$ cat config.mk
export PLATFORM = sky130hd
export DESIGN_NAME = mission_chunk_reassembly_table_unit
export DESIGN_NICKNAME = d
export VERILOG_FILES = /design/src/rtl/mcrt_pkg.sv /design/src/rtl/mission_chunk_reassembly_table_unit.sv /design/src/rtl/mcrt_cell.sv /design/src/rtl/mcrt_chain.sv
export SDC_FILE = /design/constraint.sdc
export NUM_CORES = 2
export LEC_CHECK = 0
export BUFFER_PORTS_ARGS = -buffer_cell sky130_fd_sc_hd__buf_2
export CAP_MARGIN = 20
export CORE_UTILIZATION = 35
export DETAILED_ROUTE_END_ITERATION = 12
export GPL_TIMING_DRIVEN = 0
export PLACE_DENSITY = 0.45
export SLEW_MARGIN = 20
export SYNTH_ARGS = -nofsm -noshare
export SYNTH_HDL_FRONTEND = slang
export SYNTH_SLANG_ARGS = --single-unit
export TNS_END_PERCENT = 30
$ cat constraint.sdc
create_clock -name clk -period 12 [get_ports clk]
set_input_delay 2.4 -clock clk [delete_from_list [all_inputs] [get_ports clk]]
set_output_delay 2.4 -clock clk [all_outputs]
set_load 0.03 [all_outputs]
$ cat src/rtl/mcrt_pkg.sv
// shared types and constants for the mission chunk reassembly table
// no dependencies
package mcrt_pkg;

    localparam int MaxParts      = 16;
    localparam int MaxChunks     = 64;
    localparam int PayloadBytes  = 4096;
    localparam int MaxChunkBytes = 256;

    localparam int PartW  = 4;
    localparam int CntW   = 5;
    localparam int CtotW  = 7;
    localparam int OffW   = 13;
    localparam int LenW   = 9;
    localparam int SlotW  = 6;

    localparam logic [2:0] MODE_CLEAR    = 3'd0;
    localparam logic [2:0] MODE_BEGIN    = 3'd1;
    localparam logic [2:0] MODE_DECLARE  = 3'd2;
    localparam logic [2:0] MODE_STORE    = 3'd3;
    localparam logic [2:0] MODE_GET_PART = 3'd4;
    localparam logic [2:0] MODE_GET_CHNK = 3'd5;
    localparam logic [2:0] MODE_COMPLETE = 3'd6;
    localparam logic [2:0] MODE_MATCH    = 3'd7;

    localparam logic [2:0] ST_OK         = 3'd0;
    localparam logic [2:0] ST_INVALID    = 3'd1;
    localparam logic [2:0] ST_MISMATCH   = 3'd2;
    localparam logic [2:0] ST_NOT_FOUND  = 3'd3;
    localparam logic [2:0] ST_DUPLICATE  = 3'd4;
    localparam logic [2:0] ST_INCOMPLETE = 3'd5;
    localparam logic [2:0] ST_FULL       = 3'd6;

    // one chunk record, as held in a cell
    typedef struct packed {
        logic              valid;
        logic [PartW-1:0]  part;
        logic [CtotW-2:0]  chunk;
        logic [CtotW-1:0]  points;
        logic [OffW-1:0]   offset;
        logic [LenW-1:0]   length;
    } rec_t;

    // command to the record chain
    typedef struct packed {
        logic   clear;
        logic   write;
        rec_t   rec;
    } chain_cmd_t;

endpackage

$ cat src/rtl/mission_chunk_reassembly_table_unit.sv
// top level of the mission chunk reassembly table; depends on mcrt_pkg, mcrt_chain
// result registered in the done state after its item is taken; get chunk and store chunk scan first:
// the record ring turns once past the head, and a store then turns on to a free cell
// next item taken the cycle after the result is taken; one item in work at a time
// reset (rst_n low, asynchronous) clears the transfer, the part table and all records
module mission_chunk_reassembly_table_unit
    import mcrt_pkg::*;
(
    input  logic         clk,
    input  logic         rst_n,
    input  logic         s_axis_tvalid,
    output logic         s_axis_tready,
    // mission tag, part, chunk, points, byte length, part total, chunk total
    input  logic [127:0] s_axis_tdata,
    // mode
    input  logic [2:0]   s_axis_tuser,
    output logic         m_axis_tvalid,
    input  logic         m_axis_tready,
    // status, found, chunk total, points, payload offset, byte length
    output logic [39:0]  m_axis_tdata
);

    localparam logic [1:0] S_IDLE = 2'd0;
    localparam logic [1:0] S_SCAN = 2'd1;
    localparam logic [1:0] S_DONE = 2'd2;
    localparam logic [1:0] S_TRIM = 2'd3;

    logic [1:0]  state_reg, state_next;
    logic [2:0]  mode_reg;
    logic [31:0] tag_reg;
    logic [15:0] part_reg, chunk_reg, points_reg, len_reg, ptot_reg, ctot_reg;
    logic [SlotW:0] cnt_reg, cnt_next;

    logic [31:0] active_tag_reg;
    logic        open_reg;
    logic [CntW-1:0] parts_exp_reg;
    logic [MaxParts-1:0] decl_reg;
    logic [CtotW-1:0] pct_reg [MaxParts];
    logic [CtotW-1:0] stored_reg [MaxParts];
    logic [OffW-1:0] used_reg;

    // scan results
    logic        hit_reg, free_reg;
    rec_t        hit_rec_reg;

    logic        out_valid_reg;
    logic [39:0] out_reg;

    logic        shift;
    chain_cmd_t  cmd;
    rec_t        head;

    mcrt_chain u_chain (
        .clk   (clk),
        .rst_n (rst_n),
        .shift (shift),
        .cmd   (cmd),
        .head  (head)
    );

    logic [2:0]  in_mode;
    logic [31:0] in_tag;
    assign in_mode = s_axis_tuser;
    assign in_tag  = s_axis_tdata[31:0];

    assign s_axis_tready = (state_reg == S_IDLE) && !out_valid_reg;
    assign m_axis_tvalid = out_valid_reg;
    assign m_axis_tdata  = out_reg;

    // first free cell seen is at distance free_pos; ring must end with it at head
    logic [SlotW:0] free_pos_reg;
    logic head_match;

    logic accept;
    assign accept = s_axis_tvalid && s_axis_tready;
    assign shift  = (state_reg == S_SCAN) ||
                    ((state_reg == S_TRIM) && (cnt_reg != free_pos_reg));

    // part checks
    logic tag_ok, part_ok;
    logic [PartW-1:0] pidx;
    assign pidx    = part_reg[PartW-1:0];
    assign tag_ok  = open_reg && (active_tag_reg == tag_reg);
    assign part_ok = open_reg && (part_reg < {11'd0, parts_exp_reg}) &&
                     (part_reg < 16'(MaxParts));

    logic [16:0] used_sum;
    assign used_sum = {4'd0, used_reg} + {1'b0, len_reg};

    logic [17:0] pts4;
    assign pts4 = {points_reg, 2'b00};

    // stored chunks are unique and below the part's count, so a full count means complete
    logic complete;
    always_comb
    begin
        complete = open_reg;
        for (int p = 0; p < MaxParts; p++)
        begin
            if (p < int'(parts_exp_reg) && (!decl_reg[p] || stored_reg[p] != pct_reg[p]))
            begin
                complete = 1'b0;
            end
        end
    end

    // result and state update
    logic [2:0]  st;
    logic        fnd;
    logic [6:0]  cto, pco;
    logic [12:0] off;
    logic [8:0]  lno;
    logic        do_wipe, do_begin, do_decl, do_store;
    always_comb
    begin
        st = ST_OK; fnd = 1'b0; cto = '0; pco = '0; off = '0; lno = '0;
        do_wipe = 1'b0; do_begin = 1'b0; do_decl = 1'b0; do_store = 1'b0;
        case (mode_reg)
            MODE_CLEAR:
            begin
                do_wipe = 1'b1;
            end
            MODE_BEGIN:
            begin
                if (ptot_reg == 16'd0 || ptot_reg > 16'(MaxParts))
                    st = ST_INVALID;
                else
                    do_begin = 1'b1;
            end
            MODE_DECLARE:
            begin
                if (ctot_reg > 16'(MaxChunks)) st = ST_INVALID;
                else if (!tag_ok) st = ST_MISMATCH;
                else if (!part_ok) st = ST_NOT_FOUND;
                else if (decl_reg[pidx]) st = ST_DUPLICATE;
                else do_decl = 1'b1;
            end
            MODE_STORE:
            begin
                if (len_reg > 16'(MaxChunkBytes) || {2'b00, len_reg} != pts4)
                    st = ST_INVALID;
                else if (!tag_ok) st = ST_MISMATCH;
                else if (!part_ok) st = ST_NOT_FOUND;
                else if (!decl_reg[pidx]) st = ST_INCOMPLETE;
                else if (chunk_reg >= {9'd0, pct_reg[pidx]}) st = ST_INVALID;
                else if (hit_reg) st = ST_DUPLICATE;
                else if (used_sum > 17'(PayloadBytes)) st = ST_FULL;
                else if (!free_reg) st = ST_FULL;
                else
                begin
                    do_store = 1'b1;
                    off = used_reg;
                    lno = len_reg[LenW-1:0];
                end
            end
            MODE_GET_PART:
            begin
                if (part_ok && decl_reg[pidx])
                begin
                    fnd = 1'b1;
                    cto = pct_reg[pidx];
                end
                else st = ST_NOT_FOUND;
            end
            MODE_GET_CHNK:
            begin
                if (hit_reg)
                begin
                    fnd = 1'b1;
                    pco = hit_rec_reg.points;
                    off = hit_rec_reg.offset;
                    lno = hit_rec_reg.length;
                end
                else st = ST_NOT_FOUND;
            end
            MODE_COMPLETE:
            begin
                fnd = complete;
                if (!complete) st = ST_INCOMPLETE;
            end
            default:
            begin
                if (tag_ok) fnd = 1'b1;
                else st = ST_MISMATCH;
            end
        endcase
    end

    // writes go into the head cell, which the trim left on a free record
    always_comb
    begin
        cmd = '0;
        cmd.clear = (state_reg == S_DONE) && (do_wipe || do_begin);
        cmd.write = (state_reg == S_DONE) && do_store;
        cmd.rec.valid  = 1'b1;
        cmd.rec.part   = pidx;
        cmd.rec.chunk  = chunk_reg[CtotW-2:0];
        cmd.rec.points = points_reg[CtotW-1:0];
        cmd.rec.offset = used_reg;
        cmd.rec.length = len_reg[LenW-1:0];
    end

    always_comb
    begin
        state_next = state_reg;
        cnt_next   = cnt_reg;
        case (state_reg)
            S_IDLE:
            begin
                if (accept)
                begin
                    cnt_next = '0;
                    if (in_mode == MODE_STORE || in_mode == MODE_GET_CHNK)
                        state_next = S_SCAN;
                    else
                        state_next = S_DONE;
                end
            end
            S_SCAN:
            begin
                cnt_next = cnt_reg + 7'd1;
                if (cnt_reg == 7'(MaxChunks - 1))
                begin
                    cnt_next = '0;
                    state_next = (mode_reg == MODE_STORE) ? S_TRIM : S_DONE;
                end
            end
            S_TRIM:
            begin
                if (cnt_reg == free_pos_reg)
                    state_next = S_DONE;
                else
                    cnt_next = cnt_reg + 7'd1;
            end
            S_DONE:
            begin
                state_next = S_IDLE;
            end
            default:
            begin
                state_next = S_IDLE;
            end
        endcase
    end

    assign head_match = head.valid && head.part == pidx &&
                        part_reg[15:PartW] == '0 && chunk_reg[15:CtotW-1] == '0 &&
                        head.chunk == chunk_reg[CtotW-2:0];

    always_ff @(posedge clk or negedge rst_n)
    begin
        if (!rst_n)
        begin
            state_reg      <= S_IDLE;
            cnt_reg        <= '0;
            out_valid_reg  <= 1'b0;
            active_tag_reg <= '0;
            open_reg       <= 1'b0;
            parts_exp_reg  <= '0;
            decl_reg       <= '0;
            used_reg       <= '0;
            for (int p = 0; p < MaxParts; p++) pct_reg[p] <= '0;
            for (int p = 0; p < MaxParts; p++) stored_reg[p] <= '0;
        end
        else
        begin
            state_reg <= state_next;
            cnt_reg   <= cnt_next;
            if (out_valid_reg && m_axis_tready)
                out_valid_reg <= 1'b0;
            if (state_reg == S_DONE)
            begin
                out_valid_reg <= 1'b1;
                if (do_wipe || do_begin)
                begin
                    decl_reg <= '0;
                    used_reg <= '0;
                    for (int p = 0; p < MaxParts; p++) pct_reg[p] <= '0;
                    for (int p = 0; p < MaxParts; p++) stored_reg[p] <= '0;
                    active_tag_reg <= do_begin ? tag_reg : 32'd0;
                    open_reg       <= do_begin;
                    parts_exp_reg  <= do_begin ? ptot_reg[CntW-1:0] : '0;
                end
                if (do_decl)
                begin
                    decl_reg[pidx] <= 1'b1;
                    pct_reg[pidx]  <= ctot_reg[CtotW-1:0];
                end
                if (do_store)
                begin
                    used_reg <= used_sum[OffW-1:0];
                    stored_reg[pidx] <= stored_reg[pidx] + 7'd1;
                end
            end
        end
    end

    // payload and scan registers
    always_ff @(posedge clk)
    begin
        if (accept)
        begin
            mode_reg   <= in_mode;
            tag_reg    <= in_tag;
            part_reg   <= s_axis_tdata[47:32];
            chunk_reg  <= s_axis_tdata[63:48];
            points_reg <= s_axis_tdata[79:64];
            len_reg    <= s_axis_tdata[95:80];
            ptot_reg   <= s_axis_tdata[111:96];
            ctot_reg   <= s_axis_tdata[127:112];
            hit_reg    <= 1'b0;
            free_reg   <= 1'b0;
            free_pos_reg <= '0;
        end
        if (state_reg == S_SCAN)
        begin
            if (head_match && !hit_reg)
            begin
                hit_reg     <= 1'b1;
                hit_rec_reg <= head;
            end
            if (!head.valid && !free_reg)
            begin
                free_reg     <= 1'b1;
                free_pos_reg <= cnt_reg;
            end
        end
        if (state_reg == S_DONE)
        begin
            out_reg <= {lno, off, pco, cto, fnd, st};
        end
    end

    tag_hold: assert property (@(posedge clk) disable iff (!rst_n)
        (m_axis_tvalid && !m_axis_tready) |=> $stable(m_axis_tdata))
        else $error("result changed while stalled");
    no_accept_busy: assert property (@(posedge clk) disable iff (!rst_n)
        (state_reg != S_IDLE) |-> !s_axis_tready)
        else $error("input taken while busy");
    scan_len: assert property (@(posedge clk) disable iff (!rst_n)
        (state_reg == S_SCAN) |-> (cnt_reg < 7'(MaxChunks)))
        else $error("scan overran the ring");
    bytes_cap: assert property (@(posedge clk) disable iff (!rst_n)
        used_reg <= 13'(PayloadBytes))
        else $error("payload store overrun");

endmodule

$ cat src/rtl/mcrt_cell.sv
// one chunk record cell of the rotating record chain
// depends on mcrt_pkg
module mcrt_cell
    import mcrt_pkg::*;
(
    input  logic clk,
    input  logic rst_n,
    input  logic shift,
    input  logic clear,
    input  logic load,
    input  rec_t load_rec,
    input  rec_t prev_rec,
    output rec_t rec
);

    rec_t rec_reg;
    rec_t rec_next;

    always_comb
    begin
        rec_next = rec_reg;
        if (clear)
        begin
            rec_next = '0;
        end
        else if (load)
        begin
            rec_next = load_rec;
        end
        else if (shift)
        begin
            rec_next = prev_rec;
        end
    end

    always_ff @(posedge clk or negedge rst_n)
    begin
        if (!rst_n)
        begin
            rec_reg <= '0;
        end
        else
        begin
            rec_reg <= rec_next;
        end
    end

    assign rec = rec_reg;

endmodule

$ cat src/rtl/mcrt_chain.sv
// ring of record cells; cell 0 is the head seen by the controller
// depends on mcrt_pkg, mcrt_cell
module mcrt_chain
    import mcrt_pkg::*;
(
    input  logic       clk,
    input  logic       rst_n,
    input  logic       shift,
    input  chain_cmd_t cmd,
    output rec_t       head
);

    rec_t recs [MaxChunks];

    for (genvar i = 0; i < MaxChunks; i++)
    begin : g_cell
        mcrt_cell u_cell (
            .clk      (clk),
            .rst_n    (rst_n),
            .shift    (shift),
            .clear    (cmd.clear),
            .load     (cmd.write && (i == 0)),
            .load_rec (cmd.rec),
            .prev_rec (recs[(i + 1) % MaxChunks]),
            .rec      (recs[i])
        );
    end

    assign head = recs[0];

endmodule

### After elaboration in Yosys (flattened, before gate mapping)

Index checks and enable logic that the tools add are counted.
W data, S select, Z words.

| word-level totals | value |
|---|---|
| bits in registers | 3070 |
| input port bits | 135 |
| output and inout port bits | 42 |
| logic and storage cells | 856 |

| operators by class | value |
|---|---|
| add/sub/neg operators | 3 |
| magnitude comparators | 27 |
| equality and inequality tests | 38 |
| mux-type cells | 252 |
| bitwise gates (word level) | 2 |
| reductions and logical operators | 93 |

Operators by type and width:

| operator | number |
|---|---|
| $mux W40 | 129 |
| $mux W112 | 6 |
| $bwmux W112 | 2 |
| $mux W13 | 11 |
| $ne A7 B7 Y1 | 17 |
| $mux W9 | 9 |
| $mux W7 | 11 |
| $bmux W7 S4 | 2 |
| $mux W1 | 48 |
| $mux W16 | 3 |
| $lt A4 B5 Y1 const A | 8 |
| $mux W3 | 13 |
| $logic_and A1 B1 Y1 | 34 |
| $eq A32 B32 Y1 | 1 |
| $mux W32 | 1 |
| $demux W7 S4 | 1 |
| $pmux W13 S2 | 1 |
| $logic_or A1 B1 Y1 | 21 |
| $pmux W3 S7 | 1 |
| $pmux W7 S3 | 1 |
| $logic_not A1 Y1 | 20 |
| $lt A3 B5 Y1 const A | 4 |
| $ne A16 B18 Y1 | 1 |
| $pmux W9 S2 | 1 |
| other kinds (44) | 69 |

### Depth between registers and ports, before layout

| logic depth | value |
|---|---|
| depth after elaboration | 21 |
| depth in mapped cells | 19 |
| mapped depth without buffers | 11 |

### By module

A second synthesis with hierarchy kept.

| second synthesis, totals | value |
|---|---|
| cells, all modules | 13324 |
| area total of the unflattened synthesis | 157671.2 µm² |

Modules (own cells, without submodules):

| module | times used | cells each | area each (µm²) | seq. area each (µm²) |
|---|---|---|---|---|
| mcrt_cell | 64 | 178 | 2092.0 | 1001.0 |
| mission_chunk_reassembly_table_unit | 1 | 1931 | 23779.1 | 13718.2 |
| mcrt_chain | 1 | 1 | 3.8 | 0.0 |

### Worst setup path after synthesis

Ideal clock, no wire load.

| timing path | value |
|---|---|
| path type | input to register |
| start | input s_axis_tvalid |
| end | register cnt_reg[4] |
| data arrival time | 6.167 ns |
| required time | 11.868 ns |
| slack | 5.701 ns |
| stages | 5 |
| cells stage by stage | nand2_1 inv_1 o21ai_0 o21ai_0 o31ai_1 |

| between the ends | value |
|---|---|
| cells in the longest elaborated chain, start to end | 3 |

Ends and longest elaborated chain:

| what | line | RTL |
|---|---|---|
| from (decl) | mission_chunk_reassembly_table_unit.sv:11 | `input logic s_axis_tvalid,` |
| $logic_and A1 B1 Y1 | mission_chunk_reassembly_table_unit.sv:75 | `assign accept = s_axis_tvalid && s_axis_tready;` |
| via accept | mission_chunk_reassembly_table_unit.sv:74 | `logic accept;` |
| $ne A2 B2 Y1 (no line) | -- |  |
| $reduce_and A3 Y1 (no line) | -- |  |
| to (signal assigned) | mission_chunk_reassembly_table_unit.sv:268 | `cnt_reg <= cnt_next;` |
| to (decl) | mission_chunk_reassembly_table_unit.sv:32 | `logic [SlotW:0] cnt_reg, cnt_next;` |

The timed path passes the listed nets, and every way through them passes these cells.
A chain may end at the register's enable or synchronous reset.

### Worst setup path after layout

| timing path | value |
|---|---|
| start | register part_reg[1] |
| end | register stored_reg[84] (netlist name) |

| between the ends | value |
|---|---|
| cells in the longest elaborated chain, start to end | 12 |

Ends and longest elaborated chain:

| what | line | RTL |
|---|---|---|
| from (decl) | mission_chunk_reassembly_table_unit.sv:31 | `logic [15:0] part_reg, chunk_reg, points_reg, len_reg, ptot_reg, ctot_reg;` |
| from (signal assigned) | mission_chunk_reassembly_table_unit.sv:305 | `part_reg <= s_axis_tdata[47:32];` |
| $not A4 Y5 (implied by the code) | mission_chunk_reassembly_table_unit.sv:145, mission_chunk_reassembly_table_unit.sv:292 |  |
| $bmux W7 S4 | mission_chunk_reassembly_table_unit.sv:145 | `else if (chunk_reg >= {9'd0, pct_reg[pidx]}) st = ST_INVALID;` |
| $mux W7 (implied by the code) (2 in series) | mission_chunk_reassembly_table_unit.sv:145 |  |
| $ge A16 B7 Y1 | mission_chunk_reassembly_table_unit.sv:145 |  |
| $mux W1 | mission_chunk_reassembly_table_unit.sv:145 |  |
| $mux W1 | mission_chunk_reassembly_table_unit.sv:144 | `else if (!decl_reg[pidx]) st = ST_INCOMPLETE;` |
| $mux W1 | mission_chunk_reassembly_table_unit.sv:143 | `else if (!part_ok) st = ST_NOT_FOUND;` |
| $mux W1 | mission_chunk_reassembly_table_unit.sv:142 | `else if (!tag_ok) st = ST_MISMATCH;` |
| $mux W1 | mission_chunk_reassembly_table_unit.sv:140 | `if (len_reg > 16'(MaxChunkBytes) \|\| {2'b00, len_reg} != pts4)` |
| $mux W1 | mission_chunk_reassembly_table_unit.sv:118 | `case (mode_reg)` |
| $mux W112 (*) | mission_chunk_reassembly_table_unit.sv:289 | `if (do_store)` |
| to (signal, indexed assignment) | mission_chunk_reassembly_table_unit.sv:292 | `stored_reg[pidx] <= stored_reg[pidx] + 7'd1;` |
| to (decl) | mission_chunk_reassembly_table_unit.sv:39 | `logic [CtotW-1:0] stored_reg [MaxParts];` |

Every way passes the cells marked *; elsewhere a longest branch is shown, timed or not. The select of a mux whose other input is x is not followed.

==> results.py <==
metrics = {
    "global_routing": {
        "use_met2": 0.3715,
        "grt_pass1_wl_mm": 622.6,
        "grt_busiest_layer": "met2",
        "antenna_found_initial": 29,
        "grt.met3_usage": 0.02825,
        "grtUsageMet1": 0.3244,
        "track_usage": 0.2297,
        "gr-total-overflow": 0,
        "grt_pass1_vias": 97053,
        "grt_start_max_net_pins": 143,
    },
    "routing": {
        "route.vias.total": 95271,
        "wl_mm": 413.5,
        "drt_iter0_markers": 7671,
        "wl_per_cell_um": 22.11,
        "vias_per_cell": 5.093,
        "drc": 0,
        "ant_nets": 0,
        "drt_first_pass_iters": 8,
    },
    "logic_synthesis": {
        "synth.ff_latch_count": 3070,
        "yosysTopAreaCell": "dfrtp_1",
        "synthArstFlopShare": 0.9319,
        "post_synth.cell_area_avg_um2": 9.454,
        "seq_total_area_yosys": 0.6277,
        "synth-warning-count": 0,
        "synth_cells": 13107,
        "synth-edff-count": 200,
        "post_synth_num_cell_types": 76,
        "synth_nets": 13269,
        "synth.top_cells.by_area": "dfrtp_1 (58%), nand2_1 (16%), a21oi_1 (10%)",
        "syn_area_um2": 123900,
        "synth-main-ff-cell": "dfrtp_1",
        "yosys.area.top_type_share": 0.5778,
    },
    "finish": {
        "layout_nets": 13834,
        "syn2layout_area_growth_pct": 15.71,
        "final_common_cell": "nand2_1",
        "fillCellCount": 35054,
        "layout_common_cells": "nand2_1 (5395), dfrtp_1 (2861), a21oi_1 (2560)",
        "multi_input_area_um2": 42260,
        "share_of_post_route_cells_with_drive_strength_above_1": 0.06662,
        "layout.area.seq_um2": 77780,
        "largest_reg_flops": 2560,
    },
    "setup_path": {
        "crit_path_start_kind": "flip-flop",
        "crit_slowest_cell": "nor2_1",
        "r2r_cells": 18,
        "critical_path.max_stage_delay_ns": 0.92,
        "worst-path-max-fanout": 10,
        "cp_data_arrival_time_ns": 8.88,
        "timing.critical_path.from": "part_reg[1]$_DFFE_PP_",
        "end_kind": "flip-flop",
        "worstPathCellList": "buf_6 -> buf_2 -> buf_1 -> buf_1 -> buf_6 -> clkbuf_1 -> mux4_2 -> mux4_2 -> inv_1 -> ha_1 -> a21o_1 -> a211oi_1 -> o21a_1 -> and4bb_2 -> o2111ai_2 -> buf_2 -> nor2_1 -> a22o_1",
        "worst_ep_required_time_ns": 12.85,
        "crit_reg_reg_endpoint": "stored_reg[84]$_DFFE_PN0P_",
        "worst_r2r_startpoint": "part_reg[1]$_DFFE_PP_",
        "endpoint": "stored_reg[84]$_DFFE_PN0P_",
        "reg2reg_slack_ns": 3.98,
        "timing_worst_setup_path_type": "flip-flop to flip-flop",
    },
    "timing": {
        "rsz_0062_raised_after_global_routing": "no",
        "setup_tns_ns": 0,
        "hold_violations": 0,
        "fin_skew_ns": 0.04229,
        "timing.final.ws_setup_ns": 3.976,
        "max_clock_freq_mhz": 124.6,
        "layout_worst_path_cycle_share": 0.6687,
        "final_max_slew_viol_count": 0,
        "final_period_minus_worst_setup_slack_ns": 8.024,
        "worst-slew-pin-transition_ns": 1.213,
        "worst_slew_margin_rel": 0.1916,
        "setup_viol_count_final": 0,
    },
    "place": {
        "preCtsSetupSlack_ns": 4.002,
        "gp_congestion": 0.9014,
        "port-buffer-count": 176,
        "dp_hpwl_mm": 309.4,
    },
    "clock_tree": {
        "clock_tree_from_tritoncts": "built",
        "cts.clk_slew.worst_paths_ns": 0.06,
        "clock_tree.root_cell": "clkbuf_16",
        "htree_levels": 5,
        "number_of_hold_repair_buffers_added_at_the_cts_stage": 0,
        "cts_resized": 0,
        "tritoncts.num_buffers": 350,
        "worstSkewPairLatency_ns": 0.94,
        "clockBufferDepth": 4,
        "cts_setup_buffers": 0,
        "clock_sinks": 3070,
    },
    "job": {
        "maxCapViolations": 0,
    },
    "power_and_ir_drop": {
        "worst_ir_drop_vdd_v": 0.0001180,
        "seq_pwr_share": 0.482,
        "power_report.internal_total_mw": 17.02,
        "switching_share": 0.2144,
        "power.net_switching_mw": 4.644,
        "power.combinational.fraction": 0.011,
        "power_leakage_nw": 61.71,
        "power_per_cell_area_nw_per_um2": 151.1,
        "share_clk_of_total_power": 0.507,
    },
    "die": {
        "design.core.area_um2": 352400,
        "io_pins": 177,
        "floorplan.die.height_um": 597.0,
        "fp-row-count": 218,
        "initial_utilization": 0.3516,
        "die-width_um": 597.0,
        "die_area_um2": 356400,
    },
    "min_path": {
        "holdPathStages": 2,
        "worst_hold_path_type": "flip-flop to flip-flop",
    },
    "status": {
        "run_status": "complete, no violations",
    },
}
==> logic make-up (layout without fill, tap and decap cells) <==
group           Yosys count  after routing  share of synthesized area
buf+inv                 998           1851                    0.03138
xor+xnor                182            182                    0.01286
other cells               0             15                          0
mux                     155            155                    0.02008
flops                  3070           3070                     0.6277
fa+ha+maj                27             27                   0.002787
compound gates         2977           2977                     0.1274
simple gates           5698           5698                     0.1778
==> per-stage QoR <==
step	util	area (µm²)	hold WS, ns	total power [mW]	std cells
2_1_floorplan	-	123900	0.4458	10.64	13107
3_3_place_gp	0.3709	130700	0.4599	10.88	18013
3_5_place_dp	0.3734	131600	0.4627	10.88	18048
4_1_cts	0.4066	143300	0.4738	21.93	18688
5_1_grt	0.4068	143400	0.4900	22.35	18697
6_report	0.4069	143400	0.4716	21.67	18705
==> layer usage <==
| metal | vias to the layer above | routed length [µm] |
|---|---|---|
| met5 | - | 18 |
| met3 | 579 | 18260 |
| met4 | 2 | 11500 |
| li1 | 44329 | - |
| met1 | 48342 | 191000 |
| met2 | 2019 | 192700 |
==> layout make-up <==
| class | instances | area share |
|---|---|---|
| Multi-Input combinational cell | 9039 | 0.2948 |
| Sequential cell | 3070 | 0.5425 |
| Clock inverter | 148 | 0.01141 |
| Antenna cell | 15 | 0.0002618 |
| Buffer | 977 | 0.02676 |
| Timing Repair Buffer | 213 | 0.01214 |
| Tap cell | 4730 | 0.04128 |
| Clock buffer | 492 | 0.07032 |
| Inverter | 21 | 0.0005847 |
==> how the worst min path moves through the flow <==
stage / slack, ns / endpoint / startpoint
2_1_floorplan: 0.45 / hit_rec_reg[0]$_DFFE_PP_ / u_chain.g_cell[0].u_cell.rec[0]$_DFFE_PN0P_
3_3_place_gp: 0.46 / free_pos_reg[5]$_DFF_P_ / free_pos_reg[5]$_DFF_P_
3_5_place_dp: 0.46 / free_pos_reg[2]$_DFF_P_ / free_pos_reg[2]$_DFF_P_
4_1_cts: 0.47 / free_pos_reg[2]$_DFF_P_ / free_pos_reg[2]$_DFF_P_
5_1_grt: 0.49 / free_pos_reg[3]$_DFF_P_ / free_pos_reg[3]$_DFF_P_
6_report: 0.47 / free_pos_reg[2]$_DFF_P_ / free_pos_reg[2]$_DFF_P_
==> worst max-delay path: cells and delay by family (launching register included) <==
kind	cells	cell delay (ns)
AND/OR/NAND/NOR	2	1.21
adder cells (fa/ha/maj)	1	0.22
buffers and inverters	8	3.70
flip-flops	1	0.37
multiplexers	2	1.04
AO/OA/AOI/OAI	5	1.34
==> synthesized netlist by cell type (37+ instances only) <==
master       n
edfxtp_1   200
a21oi_1   2560
nor3_1      52
clkbuf_1   883
dfrtp_1   2861
nor4_1      37
mux2i_1     81
a22o_1     119
nand2_1   5395
nor2_1      54
xnor2_1    123
xor2_1      59
buf_1       50
nand4_1     41
o21ai_0    126
mux4_2      67
==> power by group through the flow <==
stage / sequential (mW) / combinational [mW] / clock [mW]
after CTS: 10.4 / 0.250 / 11.2
after global routing: 10.4 / 0.276 / 11.6
after floorplan: 10.6 / 0.000414 / 0
after global placement: 10.7 / 0.213 / 0
after detailed placement: 10.6 / 0.250 / 0
final: 10.4 / 0.234 / 11.0
Power figures use the tool's default switching activity.
